$ cat config.mk
export PLATFORM = sky130hd
export DESIGN_NAME = bus_servo_frame_builder
export DESIGN_NICKNAME = d
export VERILOG_FILES = /design/src/hdl/bsfb_pkg.sv /design/src/hdl/bus_servo_frame_builder.sv /design/src/hdl/bsfb_builder.sv /design/src/hdl/bsfb_serializer.sv
export SDC_FILE = /design/constraint.sdc
export NUM_CORES = 1
export LEC_CHECK = 0
export ABC_AREA = 1
export ABC_CLOCK_PERIOD_IN_PS = 8500
export BUFFER_PORTS_ARGS = -buffer_cell sky130_fd_sc_hd__buf_4
export CAP_MARGIN = 15
export CORE_ASPECT_RATIO = 0.8
export CORE_MARGIN = 2
export CORE_UTILIZATION = 35
export CTS_BUF_LIST = sky130_fd_sc_hd__clkbuf_2
export CTS_CLUSTER_SIZE = 40
export DETAILED_ROUTE_END_ITERATION = 10
export PLACE_DENSITY = 0.62
export SLEW_MARGIN = 40
export SYNTH_ARGS = -nofsm -noshare
export SYNTH_HDL_FRONTEND = slang
export SYNTH_SLANG_ARGS = --single-unit
$ cat constraint.sdc
create_clock -name clk -period 8.5 [get_ports clk]
set_clock_uncertainty 0.05 [all_clocks]
set_input_delay 1.275 -clock clk [delete_from_list [all_inputs] [get_ports clk]]
set_output_delay 1.275 -clock clk [all_outputs]
set_load 0.01 [all_outputs]
$ cat src/hdl/bsfb_pkg.sv
`timescale 1ns / 1ps

package bsfb_pkg;

  localparam int unsigned FRAME_MAX = 10;
  localparam int unsigned IDX_W     = $clog2(FRAME_MAX);
  localparam int unsigned CFG_IDX_W = 2;
  localparam int unsigned CFG_DAT_W = 16;
  localparam int unsigned LIMIT_W   = 15;

  localparam logic [7:0] HDR_BYTE  = 8'h55;
  localparam logic [7:0] MOVE_CMD  = 8'h01;
  localparam logic [7:0] LEN_NONE  = 8'd3;
  localparam logic [7:0] LEN_BYTE  = 8'd4;
  localparam logic [7:0] LEN_WORDS = 8'd7;

  localparam logic [IDX_W-1:0] LAST_NONE  = IDX_W'(5);
  localparam logic [IDX_W-1:0] LAST_BYTE  = IDX_W'(6);
  localparam logic [IDX_W-1:0] LAST_WORDS = IDX_W'(9);

  localparam logic [LIMIT_W-1:0] PULSE_LIMIT_RST    = LIMIT_W'(1000);
  localparam logic [LIMIT_W-1:0] DURATION_LIMIT_RST = LIMIT_W'(30000);

  localparam logic [CFG_IDX_W-1:0] REG_PULSE_LIMIT    = CFG_IDX_W'(0);
  localparam logic [CFG_IDX_W-1:0] REG_DURATION_LIMIT = CFG_IDX_W'(1);

  typedef enum logic [1:0] {
    OP_NONE  = 2'd0,
    OP_BYTE  = 2'd1,
    OP_WORDS = 2'd2,
    OP_MOVE  = 2'd3
  } op_t;

  typedef struct packed {
    op_t                op;
    logic [7:0]         servo_id;
    logic [7:0]         cmd;
    logic signed [15:0] first_word;
    logic signed [15:0] second_word;
  } item_t;

  typedef struct packed {
    logic [FRAME_MAX-1:0][7:0] bytes;
    logic [IDX_W-1:0]          last_idx;
  } frame_t;

endpackage

$ cat src/hdl/bus_servo_frame_builder.sv
`timescale 1ns / 1ps
// items are registered, loaded into the serializer frame buffer and output
// from a byte register; one frame byte per cycle unless out_stall holds it,
// 6, 7 or 10 bytes per item; the next item waits in the input register
// reset: synchronous active-low rst_n empties all stages and sets the
// limits to 1000 (position) and 30000 (time)
module bus_servo_frame_builder (
  input  logic                              clk,
  input  logic                              rst_n,
  input  logic                              in_valid,
  output logic                              in_stall,
  input  logic [1:0]                        in_op,
  input  logic [7:0]                        in_servo_id,
  input  logic [7:0]                        in_cmd,
  input  logic signed [15:0]                in_first_word,
  input  logic signed [15:0]                in_second_word,
  output logic                              out_valid,
  input  logic                              out_stall,
  output logic [7:0]                        out_frame_byte,
  output logic                              out_last_byte,
  input  logic                              cfg_valid,
  output logic                              cfg_ready,
  input  logic [bsfb_pkg::CFG_IDX_W-1:0]    cfg_index,
  input  logic [bsfb_pkg::CFG_DAT_W-1:0]    cfg_wdata
);

  logic [bsfb_pkg::LIMIT_W-1:0] pulse_limit_r;
  logic [bsfb_pkg::LIMIT_W-1:0] duration_limit_r;

  bsfb_pkg::item_t  item_r;
  logic             item_valid_r, item_valid_nxt;
  bsfb_pkg::frame_t frame;
  logic             buf_ready;
  logic             in_take;

  assign cfg_ready = 1'b1;

  always_ff @(posedge clk) begin
    if (!rst_n) begin
      pulse_limit_r    <= bsfb_pkg::PULSE_LIMIT_RST;
      duration_limit_r <= bsfb_pkg::DURATION_LIMIT_RST;
    end else if (cfg_valid && cfg_ready) begin
      if (cfg_index == bsfb_pkg::REG_PULSE_LIMIT) begin
        pulse_limit_r <= cfg_wdata[bsfb_pkg::LIMIT_W-1:0];
      end else if (cfg_index == bsfb_pkg::REG_DURATION_LIMIT) begin
        duration_limit_r <= cfg_wdata[bsfb_pkg::LIMIT_W-1:0];
      end
    end
  end

  // input register frees up whenever the serializer takes its frame
  assign in_stall       = item_valid_r && !buf_ready;
  assign in_take        = in_valid && !in_stall;
  assign item_valid_nxt = in_take || (item_valid_r && !buf_ready);

  always_ff @(posedge clk) begin
    if (!rst_n) begin
      item_valid_r <= 1'b0;
    end else begin
      item_valid_r <= item_valid_nxt;
    end
  end

  always_ff @(posedge clk) begin
    if (in_take) begin
      item_r.op          <= bsfb_pkg::op_t'(in_op);
      item_r.servo_id    <= in_servo_id;
      item_r.cmd         <= in_cmd;
      item_r.first_word  <= in_first_word;
      item_r.second_word <= in_second_word;
    end
  end

  bsfb_builder u_builder (
    .item           (item_r),
    .pulse_limit    (pulse_limit_r),
    .duration_limit (duration_limit_r),
    .frame          (frame)
  );

  bsfb_serializer u_serializer (
    .clk            (clk),
    .rst_n          (rst_n),
    .load_valid     (item_valid_r),
    .load_ready     (buf_ready),
    .load_frame     (frame),
    .out_valid      (out_valid),
    .out_stall      (out_stall),
    .out_frame_byte (out_frame_byte),
    .out_last_byte  (out_last_byte)
  );

  // a new frame always starts with the header byte
  a_frame_starts_with_header: assert property (@(posedge clk) disable iff (!rst_n)
    out_valid && !out_stall && out_last_byte |=>
      !out_valid || out_frame_byte == bsfb_pkg::HDR_BYTE)
    else $error("frame does not start with header byte");

  a_stall_needs_held_item: assert property (@(posedge clk) disable iff (!rst_n)
    in_stall |-> item_valid_r && u_serializer.load_ready == 1'b0)
    else $error("input stalled with empty input register");

  a_pulse_limit_write: assert property (@(posedge clk) disable iff (!rst_n)
    cfg_valid && cfg_ready && cfg_index == bsfb_pkg::REG_PULSE_LIMIT |=>
      pulse_limit_r == $past(cfg_wdata[bsfb_pkg::LIMIT_W-1:0]))
    else $error("pulse limit write lost");

endmodule

$ cat src/hdl/bsfb_builder.sv
`timescale 1ns / 1ps

module bsfb_builder (
  input  bsfb_pkg::item_t                 item,
  input  logic [bsfb_pkg::LIMIT_W-1:0]    pulse_limit,
  input  logic [bsfb_pkg::LIMIT_W-1:0]    duration_limit,
  output bsfb_pkg::frame_t                frame
);

  function automatic logic [bsfb_pkg::LIMIT_W-1:0] clamp_word(
    input logic signed [15:0]            v,
    input logic [bsfb_pkg::LIMIT_W-1:0]  lim
  );
    logic [bsfb_pkg::LIMIT_W-1:0] res;
    if (v[15]) begin
      res = '0;
    end else if (v[14:0] > lim) begin
      res = lim;
    end else begin
      res = v[14:0];
    end
    return res;
  endfunction

  logic [7:0]  cmd;
  logic [15:0] w1;
  logic [15:0] w2;
  logic [7:0]  len;
  logic [7:0]  sum;

  always_comb begin
    cmd = item.cmd;
    w1  = item.first_word;
    w2  = item.second_word;
    if (item.op == bsfb_pkg::OP_MOVE) begin
      cmd = bsfb_pkg::MOVE_CMD;
      w1  = {1'b0, clamp_word(item.first_word, pulse_limit)};
      w2  = {1'b0, clamp_word(item.second_word, duration_limit)};
    end

    frame          = '0;
    frame.bytes[0] = bsfb_pkg::HDR_BYTE;
    frame.bytes[1] = bsfb_pkg::HDR_BYTE;
    frame.bytes[2] = item.servo_id;
    frame.bytes[4] = cmd;
    frame.bytes[5] = w1[7:0];
    frame.bytes[6] = w1[15:8];
    frame.bytes[7] = w2[7:0];
    frame.bytes[8] = w2[15:8];

    case (item.op)
      bsfb_pkg::OP_NONE: begin
        len            = bsfb_pkg::LEN_NONE;
        sum            = item.servo_id + len + cmd;
        frame.bytes[5] = ~sum;
        frame.last_idx = bsfb_pkg::LAST_NONE;
      end
      bsfb_pkg::OP_BYTE: begin
        len            = bsfb_pkg::LEN_BYTE;
        sum            = item.servo_id + len + cmd + w1[7:0];
        frame.bytes[6] = ~sum;
        frame.last_idx = bsfb_pkg::LAST_BYTE;
      end
      default: begin
        // two words and clamped move share the long form
        len            = bsfb_pkg::LEN_WORDS;
        sum            = item.servo_id + len + cmd + w1[7:0] + w1[15:8]
                         + w2[7:0] + w2[15:8];
        frame.bytes[9] = ~sum;
        frame.last_idx = bsfb_pkg::LAST_WORDS;
      end
    endcase
    frame.bytes[3] = len;
  end

endmodule

$ cat src/hdl/bsfb_serializer.sv
`timescale 1ns / 1ps

module bsfb_serializer (
  input  logic             clk,
  input  logic             rst_n,
  input  logic             load_valid,
  output logic             load_ready,
  input  bsfb_pkg::frame_t load_frame,
  output logic             out_valid,
  input  logic             out_stall,
  output logic [7:0]       out_frame_byte,
  output logic             out_last_byte
);

  bsfb_pkg::frame_t                frame_r;
  logic                            busy_r, busy_nxt;
  logic [bsfb_pkg::IDX_W-1:0]      idx_r, idx_nxt;
  logic                            out_valid_r, out_valid_nxt;
  logic [7:0]                      out_byte_r;
  logic                            out_last_r;

  logic out_adv;
  logic pop;
  logic last_pop;
  logic load;

  assign out_adv    = !out_valid_r || !out_stall;
  assign pop        = busy_r && out_adv;
  assign last_pop   = pop && (idx_r == frame_r.last_idx);
  assign load_ready = !busy_r || last_pop;
  assign load       = load_valid && load_ready;

  always_comb begin
    busy_nxt      = busy_r;
    idx_nxt       = idx_r;
    out_valid_nxt = out_adv ? pop : out_valid_r;
    if (load) begin
      busy_nxt = 1'b1;
      idx_nxt  = '0;
    end else if (last_pop) begin
      busy_nxt = 1'b0;
    end else if (pop) begin
      idx_nxt = idx_r + 1'b1;
    end
  end

  always_ff @(posedge clk) begin
    if (!rst_n) begin
      busy_r      <= 1'b0;
      idx_r       <= '0;
      out_valid_r <= 1'b0;
    end else begin
      busy_r      <= busy_nxt;
      idx_r       <= idx_nxt;
      out_valid_r <= out_valid_nxt;
    end
  end

  always_ff @(posedge clk) begin
    if (load) begin
      frame_r <= load_frame;
    end
    if (pop) begin
      out_byte_r <= frame_r.bytes[idx_r];
      out_last_r <= (idx_r == frame_r.last_idx);
    end
  end

  assign out_valid      = out_valid_r;
  assign out_frame_byte = out_byte_r;
  assign out_last_byte  = out_last_r;

endmodule
# Yosys cells after proc, flatten, opt, wreduce, memory -nomap -nowiden
# Cells that the tools add are included.
dict set report word_totals {
  register_bits 164
  in_bits 73
  out_inout_bits 12
  word_cells 83
}
dict set report op_classes {
  add_sub_neg 12
  magnitude_cmp 3
  n_eq_ne 4
  muxes 15
  bitwise_logic 6
  reduce_logical 21
}
# cell count
set op_table {}
lappend op_table {{8-bit adder} 8}
lappend op_table {{15-bit 2-to-1 mux} 4}
lappend op_table {{8-bit binary-select mux with 4-bit select} 1}
lappend op_table {{16-bit 2-to-1 mux} 2}
lappend op_table {{8-bit 2-to-1 mux} 4}
lappend op_table {{15-bit greater-than comparator} 2}
lappend op_table {{8-bit NOT} 3}
lappend op_table {{8-bit by 3-bit adder with 8-bit output, second input constant} 2}
lappend op_table {{8-bit by 2-bit adder with 8-bit output, second input constant} 1}
lappend op_table {{4-bit one-hot mux with 2 select lines} 1}
lappend op_table {{3-bit one-hot mux with 2 select lines} 1}
lappend op_table {{1-bit logical AND} 5}
lappend op_table {{1-bit zero test} 5}
lappend op_table {{4-bit by 5-bit less-than comparator with 1-bit output, second input constant} 1}
lappend op_table {{4-bit by 1-bit adder with 4-bit output, second input constant} 1}
lappend op_table {{2-bit by 1-bit equality test with 1-bit output, second input constant} 2}
lappend op_table {{4-bit equality test} 1}
lappend op_table {{2-bit zero test} 2}
lappend op_table {{2-bit AND reduction} 2}
lappend op_table {{2-bit OR reduction} 2}
lappend op_table {{1-bit logical OR} 3}
lappend op_table {{1-bit NOT} 3}
lappend op_table {{3-bit AND reduction} 1}
lappend op_table {{2-bit equality test, second input constant} 1}
lappend op_table {{2 further kinds} 3}

# Longest topological paths before layout
# Gate-level depths: netlist of the first run.
dict set report depth {
  ltp_word 10
  ltp_mapped 37
  mapped_depth_nobuf 35
}

# By module
# Synthesis of the first run repeated with hierarchy kept, for this count alone.
dict set report unflattened {
  cells_unflattened 1154
  area_unflattened_um2 10712.8
}
# mod n_inst cells_each area_per_inst_um2 seq_area_each_um2
set modules_own_cells {}
lappend modules_own_cells {bsfb_serializer 1 320 3996.3 2912.8}
lappend modules_own_cells {bsfb_builder 1 605 3886.2 0.0}
lappend modules_own_cells {bus_servo_frame_builder 1 229 2830.2 2122.0}

# Worst setup path before layout of the first run
# OpenSTA, ideal clock, no wires.
dict set report synth_path {
  kind {register to register}
  from {register item_r[13] in the netlist's numbering}
  to {register u_serializer.frame_r[83] in the netlist's numbering, data pin}
  setup_time_ps 260
  arrival_time_ps 5138
  required_time_ps 8190
  path_slack_ps 3052
  stages_incl_launch_ff 29
  n_path_buf 1
  period_less_slack_ps 5448
  path_cell_list {edfxtp_1 -> ha_1 -> nand2_1 -> nor2_1 -> inv_1 -> nor2_1 -> nand4_1 -> nand2_1 -> clkbuf_1 -> o21ai_0 -> o21ai_0 -> fa_1 -> fa_1 -> fa_1 -> fa_1 -> inv_1 -> fa_1 -> o21ai_0 -> nand2_1 -> nand2_1 -> nand2_1 -> nand2_1 -> nand3_1 -> nand2_1 -> nand2_1 -> nand2_1 -> inv_1 -> nand3_1 -> a21oi_1}
}
# element line
set synth_rtl {}
lappend synth_rtl {{start, declared} bus_servo_frame_builder.sv:30} ;# bsfb_pkg::item_t item_r;
lappend synth_rtl {{end signal, assigned} bsfb_serializer.sv:61} ;# frame_r <= load_frame;
lappend synth_rtl {{end, declared} bsfb_serializer.sv:15} ;# bsfb_pkg::frame_t frame_r;

==> load_flow_metrics.sql, run 1 <==
INSERT INTO impl_metrics (metric_group, metric, value, unit) VALUES
('route', 'routed_wirelength', '22900', 'µm'),
('route', 'drt_iter0_drc', '534', ''),
('sta', 'finalWorstPathRequiredPeriod', '6.65', 'ns'),
('place', 'place.gp.congestion', '0.876', ''),
('synth', 'yosys_register_bits', '157', ''),
('floorplan', 'die_y', '149', 'µm'),
('critical_path', 'critical-path-top-cell-by-count', 'nand2_1', ''),
('critical_path', 'setup.worst_path.class', 'reg -> reg', ''),
('synth', 'synthTopCellsByArea', 'edfxtp_1, ha_1, dfxtp_1, nand2_1, fa_1', ''),
('route', 'route.detailed.vias_per_inst', '4.78', ''),
('floorplan', 'start_util', '0.353', ''),
('clock_network', 'cts_tree', 'done', ''),
('synth', 'syn-mean-instance-area', '9.42', 'µm²'),
('floorplan', 'site_rows', '53', ''),
('grt', 'first_global_vias', '6646', ''),
('sta', 'final_min_period_over_clock_period', '0.782', ''),
('grt', 'grt_start_max_net_pins', '62', ''),
('power', 'leakage', '4.72', 'nW'),
('finish', 'finish.net_count', '1235', ''),
('synth', 'netlist_area', '9210', 'µm²'),
('power', 'comb_power_share', '0.336', ''),
('floorplan', 'dieArea', '27600', 'µm²'),
('place', 'place_ws', '1.97', 'ns'),
('critical_path', 'worstSetupStartpoint', 'item_r[13]$_DFFE_PP_', ''),
('synth', 'synth.lib_cells_used.distinct', '44', ''),
('critical_path', 'timing.rr.start', 'item_r[13]$_DFFE_PP_', ''),
('sta', 'setup_repair_after_global_routing_missed_its_margin', 'no', ''),
('power', 'intPower', '1.46', 'mW'),
('power', 'power.net_switching', '0.749', 'mW'),
('clock_network', 'latest_clock_arrival_within_the_worst_skew_pair', '0.80', 'ns'),
('sta', 'final_critical_path_setup_slack', '1.85', 'ns'),
('synth', 'synth_top_area_cell', 'edfxtp_1', ''),
('critical_path', 'worstPathArrival', '7.16', 'ns'),
('sta', 'maxClockFrequency', '150', 'MHz'),
('route', 'route.antenna.remaining_nets', '0', ''),
('finish', 'num_antenna_cells', '0', ''),
('finish', 'areaGrowthSynthToFinish', '14.3', '%'),
('critical_path', 'timing.reg2reg.setup_slack', '1.85', 'ns'),
('route', 'drt_drc_violations_left', '0', ''),
('route', 'routed_wire_length_per_instance', '16.1', 'µm'),
('clock_network', 'cts.root.buffer_cell', 'clkbuf_2', ''),
('clock_network', 'cts_repair_resizes', '0', ''),
('floorplan', 'width_of_the_die', '185', 'µm'),
('sta', 'timing_hold_violations_final', '0', ''),
('critical_path', 'critical_path.reg2reg.endpoint', 'u_serializer.frame_r[83]$_SDFFCE_PN0P_', ''),
('clock_network', 'postCtsHoldBufs', '0', ''),
('floorplan', 'std_cell_core_area', '26100', 'µm²'),
('finish', 'final_layout_size_suffix_gt1_frac', '0.122', ''),
('route', 'routed-via-count', '6825', ''),
('synth', 'ys_async_sr_fraction', '0', ''),
('synth', 'synth-seq-area-share', '0.472', ''),
('synth', 'synth-warning-count', '0', ''),
('floorplan', 'io_pins', '85', ''),
('run_status', 'outcome', 'finished clean', ''),
('synth', 'post-synth-top-area-fraction', '0.391', ''),
('power', 'netSwitchingFraction', '0.340', ''),
('synth', 'synthesis.nets', '1156', ''),
('sta', 'finalMaxSlewViolations', '0', ''),
('critical_path', 'r2r.worst_path.cells', '29', ''),
('critical_path', 'startpoint_type', 'flop', ''),
('route', 'drtPass1Iterations', '7', ''),
('power', 'power.total', '2.21', 'mW'),
('power', 'power-per-cell-area', '210', 'nW/µm²'),
('power', 'clock_power_share', '0.245', ''),
('critical_path', 'timing.critical_path.required', '9.01', 'ns'),
('critical_path', 'endpoint', 'u_serializer.frame_r[83]$_SDFFCE_PN0P_', ''),
('grt', 'met1_usage', '0.250', ''),
('synth', 'synthCells', '978', ''),
('grt', 'grt-busiest-layer', 'met2', ''),
('clock_network', 'clock_tree.htree_level_count', '4', ''),
('place', 'buffer_ports.inserted', '82', '');
-- registers in the layout, indices dropped and copies added, names as in the netlist --
| signal | cells |
|---|---|
| duration_limit_r | 15 |
| item_r | 50 |
| item_valid_r | 1 |
| pulse_limit_r | 15 |
| u_serializer.busy_r | 1 |
| u_serializer.frame_r | 61 |
| u_serializer.idx_r | 4 |
| u_serializer.out_frame_byte | 8 |
| u_serializer.out_last_byte | 1 |
| u_serializer.out_valid | 1 |
-- worst min-delay path by stage --
stage | from | to | slack, ns
final | duration_limit_r[3]$_SDFFE_PN0P_ | duration_limit_r[3]$_SDFFE_PN0P_ | 0.44
after global placement | u_serializer.busy_r$_SDFFE_PN0P_ | u_serializer.out_valid$_SDFFE_PN0N_ | 0.41
after global routing | u_serializer.busy_r$_SDFFE_PN0P_ | u_serializer.out_valid$_SDFFE_PN0N_ | 0.47
after CTS | duration_limit_r[3]$_SDFFE_PN0P_ | duration_limit_r[3]$_SDFFE_PN0P_ | 0.44
after floorplan | item_r[40]$_DFFE_PP_ | u_serializer.frame_r[20]$_DFFE_PP_ | 0.38
after detailed placement | item_r[41]$_DFFE_PP_ | u_serializer.frame_r[21]$_DFFE_PP_ | 0.40
-- worst max-delay path, delay by kind of cell (launching register included) --
| family | cells | cell delay, ns |
|---|---|---|
| flops | 1 | 0.47 |
| fa+ha+maj | 6 | 2.79 |
| compound gates | 3 | 0.83 |
| buf+inv | 4 | 0.58 |
| simple gates | 16 | 1.71 |
-- logic make-up (layout without fill, tap and decap cells) --
family	Yosys count	in the layout	synth area share
buffers and inverters	210	302	0.0886
XOR/XNOR	17	17	0.0170
flip-flops	157	157	0.472
AO/OA/AOI/OAI	202	202	0.122
AND/OR/NAND/NOR	282	282	0.125
other	1	1	0.000407
multiplexers	4	4	0.00435
adder cells (fa/ha/maj)	105	105	0.170
-- placed cells by master (no fill, tap or decap), types with 6 or more instances in the layout --
| cell type | netlist | final |
|---|---|---|
| edfxtp_1 | 120 | 120 |
| o211ai_1 | 13 | 13 |
| inv_1 | 179 | 178 |
| nor2_1 | 53 | 52 |
| nand3_1 | 21 | 21 |
| xnor2_1 | 8 | 8 |
| o22ai_1 | 17 | 17 |
| xor2_1 | 8 | 8 |
| fa_1 | 34 | 34 |
| o21ai_1 | 4 | 8 |
| o21a_1 | 6 | 6 |
| ha_1 | 71 | 71 |
| dfxtp_1 | 37 | 37 |
| buf_4 | 1 | 89 |
| bufinv_16 | 0 | 6 |
| clkbuf_2 | 0 | 17 |
| nand2_1 | 187 | 187 |
| a21oi_1 | 71 | 71 |
| o21ai_0 | 74 | 70 |
-- metrics by stage --
stage	std cells	util	hold WS, ns	cell area, µm²
finish	1427	0.404	0.444	10500
global route	1427	0.404	0.472	10500
CTS	1427	0.404	0.444	10500
detailed placement	1395	0.391	0.403	10200
global placement	1395	0.391	0.407	10200
floorplan	978	-	0.376	9210
-- final cells by class --
type | count | area [µm²]
inverter | 181 | 679
timing repair buffer | 89 | 668
sequential | 157 | 4340
clock inverter | 15 | 244
tap | 357 | 447
multi-input combinational | 611 | 4060
clock buffer | 17 | 85.1
fill | 2569 | 15500
-- cell usage after synthesis (13+ instances only) --
library cell  number
o21ai_0           74
dfxtp_1           37
nand3_1           21
nor2_1            53
a21oi_1           71
edfxtp_1         120
clkbuf_1          16
inv_1            179
nand2_1          187
ha_1              71
o211ai_1          13
fa_1              34
o22ai_1           17
-- metal layers --
| metal | routed length, µm | part of all wire |
|---|---|---|
| met5 | 0 | 0 |
| met4 | 303 | 0.013 |
| met1 | 11100 | 0.48 |
| met2 | 10000 | 0.44 |
| met3 | 1560 | 0.068 |
-- power by group through the flow --
stage / Combinational, mW / Sequential (mW) / Clock (mW)
2_1_floorplan: 0.547 / 0.934 / 0
3_3_place_gp: 0.721 / 0.940 / 0
5_1_grt: 0.860 / 0.930 / 0.582
3_5_place_dp: 0.731 / 0.942 / 0
6_report: 0.741 / 0.924 / 0.541
4_1_cts: 0.745 / 0.925 / 0.553
No activity file was read; power rests on OpenSTA's default activity.
==> inputs of run 2 (changes only) <==
--- a/config.mk
+++ b/config.mk
@@ -6,7 +6,7 @@
 export NUM_CORES = 1
 export LEC_CHECK = 0
 export ABC_AREA = 1
-export ABC_CLOCK_PERIOD_IN_PS = 8500
+export ABC_CLOCK_PERIOD_IN_PS = 5800
 export BUFFER_PORTS_ARGS = -buffer_cell sky130_fd_sc_hd__buf_4
 export CAP_MARGIN = 15
 export CORE_ASPECT_RATIO = 0.8
@@ -15,7 +15,7 @@
 export CTS_BUF_LIST = sky130_fd_sc_hd__clkbuf_2
 export CTS_CLUSTER_SIZE = 40
 export DETAILED_ROUTE_END_ITERATION = 10
-export PLACE_DENSITY = 0.62
+export PLACE_DENSITY = 0.64
 export SLEW_MARGIN = 40
 export SYNTH_ARGS = -nofsm -noshare
 export SYNTH_HDL_FRONTEND = slang
==> constraint.sdc (replaced) <==
create_clock -name clk -period 5.8 [get_ports clk]
set_clock_uncertainty 0.05 [all_clocks]
set_input_delay 0.87 -clock clk [delete_from_list [all_inputs] [get_ports clk]]
set_output_delay 0.87 -clock clk [all_outputs]
set_load 0.01 [all_outputs]
==> load_flow_metrics.sql, run 2 (synthesis results as in run 1) <==
INSERT INTO impl_metrics (metric_group, metric, value, unit) VALUES
('critical_path', 'startpoint_type', 'flop', ''),
('critical_path', 'worstSetupEndpointType', 'flop', ''),
('finish', 'final_cell_mix', 'nand2_1, inv_1, buf_4', ''),
('power', 'power-per-cell-area', '296', 'nW/µm²'),
('sta', 'maxClockFrequency', '180', 'MHz'),
('critical_path', 'setup.worst_path.class', 'reg -> reg', ''),
('worst_hold_path', 'holdCritPathClass', 'in -> reg', ''),
('grt', 'grt_overflow', '0', ''),
('clock_network', 'postCtsHoldBufs', '0', ''),
('floorplan', 'dieArea', '27600', 'µm²'),
('sta', 'final_critical_path_setup_slack', '0.241', 'ns'),
('finish', 'final_core_utilization', '0.429', ''),
('critical_path', 'crit_slowest_cell', 'fa_1', ''),
('floorplan', 'site_rows', '53', ''),
('critical_path', 'r2r.worst_path.cells', '31', ''),
('clock_network', 'number_of_buffers_inserted_during_clock_tree_synthesis', '17', ''),
('sta', 'setup_repair_after_global_routing_missed_its_margin', 'yes', ''),
('power', 'vdd_drop_max', '0.176', 'mV'),
('clock_network', 'latest_clock_arrival_within_the_worst_skew_pair', '0.78', 'ns'),
('grt', 'first_global_vias', '6788', ''),
('run', 'number_of_maximum_capacitance_violations', '0', ''),
('critical_path', 'critical-path-top-cell-by-count', 'nand2_1', ''),
('finish', 'fillers', '2539', ''),
('worst_hold_path', 'holdPathStages', '1', ''),
('route', 'drt_drc_violations_left', '0', ''),
('clock_network', 'clkSinkCount', '157', ''),
('route', 'route.detailed.vias_per_inst', '4.78', ''),
('clock_network', 'cts.root.buffer_cell', 'clkbuf_2', ''),
('finish', 'layout.cells.most_common', 'nand2_1', ''),
('floorplan', 'io_pins', '85', ''),
('clock_network', 'cts_tree', 'done', ''),
('place', 'dp.cells', '1450', ''),
('finish', 'largest_registers', 'u_serializer.frame_r: 61 flops, item_r: 50 flops', ''),
('critical_path', 'timing.rr.start', 'item_r[26]$_DFFE_PP_', ''),
('sta', 'worstMarginPinSlew', '0.812', 'ns'),
('grt', 'groute.usage.overall', '0.180', ''),
('critical_path', 'cp_slowest_stage_delay', '0.59', 'ns'),
('critical_path', 'critical_path.reg2reg.endpoint', 'u_serializer.frame_r[83]$_SDFFCE_PN0P_', ''),
('sta', 'fin_setup_tns', '0', 'ns'),
('place', 'buffer_ports.inserted', '82', ''),
('route', 'routed_wirelength', '24000', 'µm'),
('place', 'dp.final_hpwl', '18200', 'µm'),
('sta', 'final_min_period_over_clock_period', '0.958', ''),
('finish', 'largest_register_ff_count', '61', ''),
('finish', 'finish.cell_count_without_fillers', '1497', ''),
('route', 'drt_iter0_drc', '617', ''),
('run_status', 'outcome', 'finished clean', ''),
('clock_network', 'clock_tree.htree_level_count', '4', ''),
('grt', 'grt_start_max_net_pins', '55', ''),
('critical_path', 'timing.reg2reg.setup_slack', '0.24', 'ns'),
('floorplan', 'width_of_the_die', '185', 'µm'),
('floorplan', 'std_cell_core_area', '26100', 'µm²'),
('clock_network', 'cts.reportedPaths.clkPinSlew', '0.26', 'ns'),
('sta', 'setup_violations', '0', ''),
('sta', 'finalMaxSlewViolations', '0', ''),
('worst_hold_path', 'min_from', 'in_first_word[9]', ''),
('finish', 'areaGrowthSynthToFinish', '21.5', '%'),
('route', 'routed_wire_length_per_instance', '16.0', 'µm'),
('grt', 'antenna_found_initial', '1', ''),
('worst_hold_path', 'min_delay_worst_endpoint', 'item_r[25]$_DFFE_PP_', ''),
('grt', 'grt_pass1_wl', '36800', 'µm'),
('floorplan', 'start_util', '0.353', ''),
('place', 'place.gp.congestion', '0.898', ''),
('critical_path', 'timing.critical_path.required', '6.30', 'ns'),
('critical_path', 'crit_path_max_fanout', '6', ''),
('clock_network', 'ctsLongestPathBuffers', '2', ''),
('floorplan', 'die_y', '149', 'µm'),
('sta', 'finalWorstPathRequiredPeriod', '5.56', 'ns'),
('route', 'route.antenna.remaining_nets', '0', ''),
('sta', 'worst_relative_slew_slack', '0.457', ''),
('route', 'routed-via-count', '7162', ''),
('route', 'drtPass1Iterations', '5', ''),
('power', 'leakage', '5.06', 'nW'),
('finish', 'finish.net_count', '1304', ''),
('finish', 'final_layout_size_suffix_gt1_frac', '0.216', ''),
('critical_path', 'worstPathArrival', '6.06', 'ns'),
('sta', 'timing_hold_violations_final', '0', ''),
('place', 'place_ws', '-0.0486', 'ns'),
('finish', 'register_with_the_most_flip_flops', 'u_serializer.frame_r', '');
[run 2: where the power goes]
part,switching [mW],leakage [nW],internal (mW),total [mW]
clock network,0.399,0.165,0.290,0.689
logic,0.714,3.45,0.558,1.27
registers,0.0366,1.44,1.32,1.36
[run 2: worst max-delay path by stage]
stage                              start                                endpoint  slack [ns]  cells after the start
finish              item_r[26]$_DFFE_PP_  u_serializer.frame_r[83]$_SDFFCE_PN0P_        0.24                     31
global placement    item_r[14]$_DFFE_PP_  u_serializer.frame_r[83]$_SDFFCE_PN0P_      -0.006                     29
detailed placement  item_r[14]$_DFFE_PP_  u_serializer.frame_r[83]$_SDFFCE_PN0P_       -0.05                     29
global route        item_r[22]$_DFFE_PP_  u_serializer.frame_r[83]$_SDFFCE_PN0P_       -0.15                     29
floorplan           item_r[13]$_DFFE_PP_  u_serializer.frame_r[83]$_SDFFCE_PN0P_        0.35                     28
CTS                 item_r[14]$_DFFE_PP_  u_serializer.frame_r[83]$_SDFFCE_PN0P_        0.05                     29
[run 2: metal layers]
metal,GRT usage,share of wire,vias up
li1,-,-,3538
met1,0.264,0.48,3367
met2,0.272,0.44,234
met3,0.0369,0.072,23
met4,0.0440,0.014,0
met5,0,0,-
[run 2: repair_timing]
item	CTS	global route
gates resized for setup	3	54
endpoints found under the setup margin	1	2
cloned	0	1
pin swaps	1	34
setup buffers	2	12
[run 2: metrics by stage]
| stage | cell area, µm² | power (mW) | hold slack, ns |
|---|---|---|---|
| 2_1_floorplan | 9210 | 2.17 | 0.376 |
| 3_3_place_gp | 10600 | 2.51 | 0.410 |
| 3_5_place_dp | 10600 | 2.54 | 0.410 |
| 4_1_cts | 10900 | 3.24 | 0.110 |
| 5_1_grt | 11200 | 3.57 | 0.0909 |
| 6_report | 11200 | 3.32 | 0.188 |
[run 2: layout make-up]
class                           count  area (µm²)  share of cell area
Clock buffer                       23         115              0.0103
Sequential cell                   157        4350               0.389
Tap cell                          357         447              0.0399
Antenna cell                        1        2.50            0.000224
Multi-Input combinational cell    612        4250               0.380
Clock inverter                      9         145              0.0130
Inverter                          181         682              0.0609
Timing Repair Buffer              157        1200               0.107
[run 2: worst max-delay path: cells and delay by family (launching register included)]
family | cells | cell delay (ns)
DFF | 1 | 0.50
and+or+nand+nor | 15 | 1.32
adders and majority gates | 7 | 2.68
buffers and inverters | 5 | 0.36
AOI/OAI and AO/OA | 4 | 0.43
==> inputs of run 3 (changes only) <==
--- a/config.mk
+++ b/config.mk
@@ -8,14 +8,13 @@
 export ABC_AREA = 1
 export ABC_CLOCK_PERIOD_IN_PS = 5800
 export BUFFER_PORTS_ARGS = -buffer_cell sky130_fd_sc_hd__buf_4
-export CAP_MARGIN = 15
+export CAP_MARGIN = 20
 export CORE_ASPECT_RATIO = 0.8
 export CORE_MARGIN = 2
 export CORE_UTILIZATION = 35
 export CTS_BUF_LIST = sky130_fd_sc_hd__clkbuf_2
 export CTS_CLUSTER_SIZE = 40
 export DETAILED_ROUTE_END_ITERATION = 10
-export PLACE_DENSITY = 0.64
 export SLEW_MARGIN = 40
 export SYNTH_ARGS = -nofsm -noshare
 export SYNTH_HDL_FRONTEND = slang
==> load_flow_metrics.sql, run 3 (synthesis results as in run 1) <==
INSERT INTO impl_metrics (metric_group, metric, value, unit) VALUES
('critical_path', 'setup.worst_path.class', 'reg -> reg', ''),
('power', 'power-per-cell-area', '296', 'nW/µm²'),
('critical_path', 'r2r.worst_path.cells', '27', ''),
('finish', 'final_cell_mix', 'nand2_1, inv_1, buf_4', ''),
('finish', 'final_core_utilization', '0.436', ''),
('sta', 'fin_setup_tns', '0', 'ns'),
('critical_path', 'startpoint_type', 'flop', ''),
('clock_network', 'clkSinkCount', '157', ''),
('grt', 'grt_pass1_wl', '37600', 'µm'),
('worst_hold_path', 'holdPathStages', '1', ''),
('sta', 'final_critical_path_setup_slack', '0.318', 'ns'),
('route', 'route.detailed.vias_per_inst', '4.82', ''),
('critical_path', 'worstSetupEndpointType', 'flop', ''),
('place', 'place.gp.congestion', '0.875', ''),
('place', 'place_ws', '-0.0884', 'ns'),
('power', 'vdd_drop_max', '0.182', 'mV'),
('clock_network', 'latest_clock_arrival_within_the_worst_skew_pair', '0.79', 'ns'),
('critical_path', 'timing.critical_path.required', '6.32', 'ns'),
('clock_network', 'cts_tree', 'done', ''),
('floorplan', 'std_cell_core_area', '26100', 'µm²'),
('sta', 'maxClockFrequency', '182', 'MHz'),
('finish', 'ff_latch_area', '4350', 'µm²'),
('power', 'power.total', '3.36', 'mW'),
('sta', 'timing_hold_violations_final', '0', ''),
('grt', 'groute.usage.overall', '0.183', ''),
('grt', 'first_global_vias', '7000', ''),
('run_status', 'outcome', 'finished clean', ''),
('finish', 'largest_register_ff_count', '61', ''),
('clock_network', 'cts.reportedPaths.clkPinSlew', '0.26', 'ns'),
('sta', 'finalMaxSlewViolations', '0', ''),
('floorplan', 'io_pins', '85', ''),
('critical_path', 'cp_slowest_stage_delay', '0.52', 'ns'),
('finish', 'layout.cells.most_common', 'nand2_1', ''),
('finish', 'fillers', '2539', ''),
('finish', 'register_with_the_most_flip_flops', 'u_serializer.frame_r', ''),
('route', 'routed_wire_length_per_instance', '16.0', 'µm'),
('place', 'buffer_ports.inserted', '82', ''),
('sta', 'finalWorstPathRequiredPeriod', '5.48', 'ns'),
('floorplan', 'width_of_the_die', '185', 'µm'),
('sta', 'setup_violations', '0', ''),
('critical_path', 'critical-path-top-cell-by-count', 'o21ai_0', ''),
('critical_path', 'worstPathArrival', '6.01', 'ns'),
('sta', 'worstMarginPinSlew', '0.834', 'ns'),
('grt', 'grt_overflow', '0', ''),
('route', 'drt_drc_violations_left', '0', ''),
('floorplan', 'die_y', '149', 'µm'),
('finish', 'largest_registers', 'u_serializer.frame_r: 61 flops, item_r: 50 flops', ''),
('finish', 'areaGrowthSynthToFinish', '23.3', '%'),
('critical_path', 'crit_slowest_cell', 'fa_1', ''),
('route', 'drtPass1Iterations', '5', ''),
('finish', 'footprint_of_the_multi_input_gates', '4290', 'µm²'),
('finish', 'finish.net_count', '1312', ''),
('grt', 'grt_start_max_net_pins', '36', ''),
('floorplan', 'dieArea', '27600', 'µm²'),
('clock_network', 'number_of_buffers_inserted_during_clock_tree_synthesis', '17', ''),
('clock_network', 'cts.root.buffer_cell', 'clkbuf_2', ''),
('floorplan', 'start_util', '0.353', ''),
('route', 'routed_wirelength', '24100', 'µm'),
('sta', 'worst_relative_slew_slack', '0.442', ''),
('grt', 'antenna_found_initial', '2', ''),
('route', 'drt_iter0_drc', '549', ''),
('floorplan', 'site_rows', '53', ''),
('clock_network', 'clock_tree.htree_level_count', '4', ''),
('power', 'leakage', '5.12', 'nW'),
('route', 'routed-via-count', '7261', ''),
('critical_path', 'crit_path_max_fanout', '13', ''),
('route', 'route.antenna.remaining_nets', '0', ''),
('sta', 'final_min_period_over_clock_period', '0.945', ''),
('place', 'dp.final_hpwl', '18500', 'µm'),
('run', 'number_of_maximum_capacitance_violations', '0', ''),
('clock_network', 'ctsLongestPathBuffers', '2', ''),
('finish', 'final_layout_size_suffix_gt1_frac', '0.219', ''),
('worst_hold_path', 'holdCritPathClass', 'in -> reg', '');
-- run 3: changes by cell type in the layout (fill, tap and decap cells not counted), sizes merged --
cell	before	now
buf	157	165
bufinv	4	5
clkbuf	23	18
clkinv	7	8
clkinvlp	0	1
diode	1	2
inv	179	181
-- run 3: stage by stage --
stage	cells	cell area, µm²	hold WS, ns
floorplan	978	9210	0.376
global placement	1458	10700	0.389
detailed placement	1459	10700	0.399
CTS	1491	11000	0.107
global route	1505	11400	0.0819
finish	1506	11400	0.179
-- run 3: final cells by class --
type                            instances  area share
Timing Repair Buffer                  165       0.113
Tap cell                              357      0.0393
Clock inverter                         14      0.0190
Inverter                              181      0.0598
Multi-Input combinational cell        612       0.377
Clock buffer                           18     0.00793
Antenna cell                            2    0.000441
Sequential cell                       157       0.383
-- run 3: power by group --
part | leakage (nW) | internal [mW] | switching, mW
clock network | 0.176 | 0.330 | 0.426
logic | 3.50 | 0.553 | 0.692
registers | 1.44 | 1.32 | 0.0369
-- run 3: worst paths after layout --
kind | start | slack [ns] | to
hold reg to reg | u_serializer.busy_r$_SDFFE_PN0P_ | 0.44 | u_serializer.out_valid$_SDFFE_PN0N_
setup / recovery | item_r[12]$_DFFE_PP_ | 0.32 | u_serializer.frame_r[82]$_SDFFCE_PN0P_
hold / removal | in_first_word[1] | 0.18 | item_r[17]$_DFFE_PP_
setup reg to reg | item_r[12]$_DFFE_PP_ | 0.32 | u_serializer.frame_r[82]$_SDFFCE_PN0P_
-- run 3: layer usage --
metal,up-vias,part of all wire,track usage
met3,22,0.062,0.0371
li1,3559,-,-
met4,0,0.015,0.0571
met5,-,0,0
met2,229,0.44,0.274
met1,3451,0.49,0.266
-- run 3: what timing repair did --
action	CTS	global route
setup buffers	0	13
endpoints found under the setup margin	1	2
resized for setup	2	57
pin swaps	0	25
cloned	0	1
hold buffers	0	0
endpoints found under the hold margin	0	0
-- run 3: critical path: cells and delay by family, from the launching register on --
| family | cells | cell delay (ns) |
|---|---|---|
| AO/OA/AOI/OAI | 7 | 0.92 |
| adder cells (fa/ha/maj) | 6 | 2.39 |
| buffers and inverters | 6 | 0.70 |
| flip-flops | 1 | 0.48 |
| AND/OR/NAND/NOR | 8 | 0.76 |
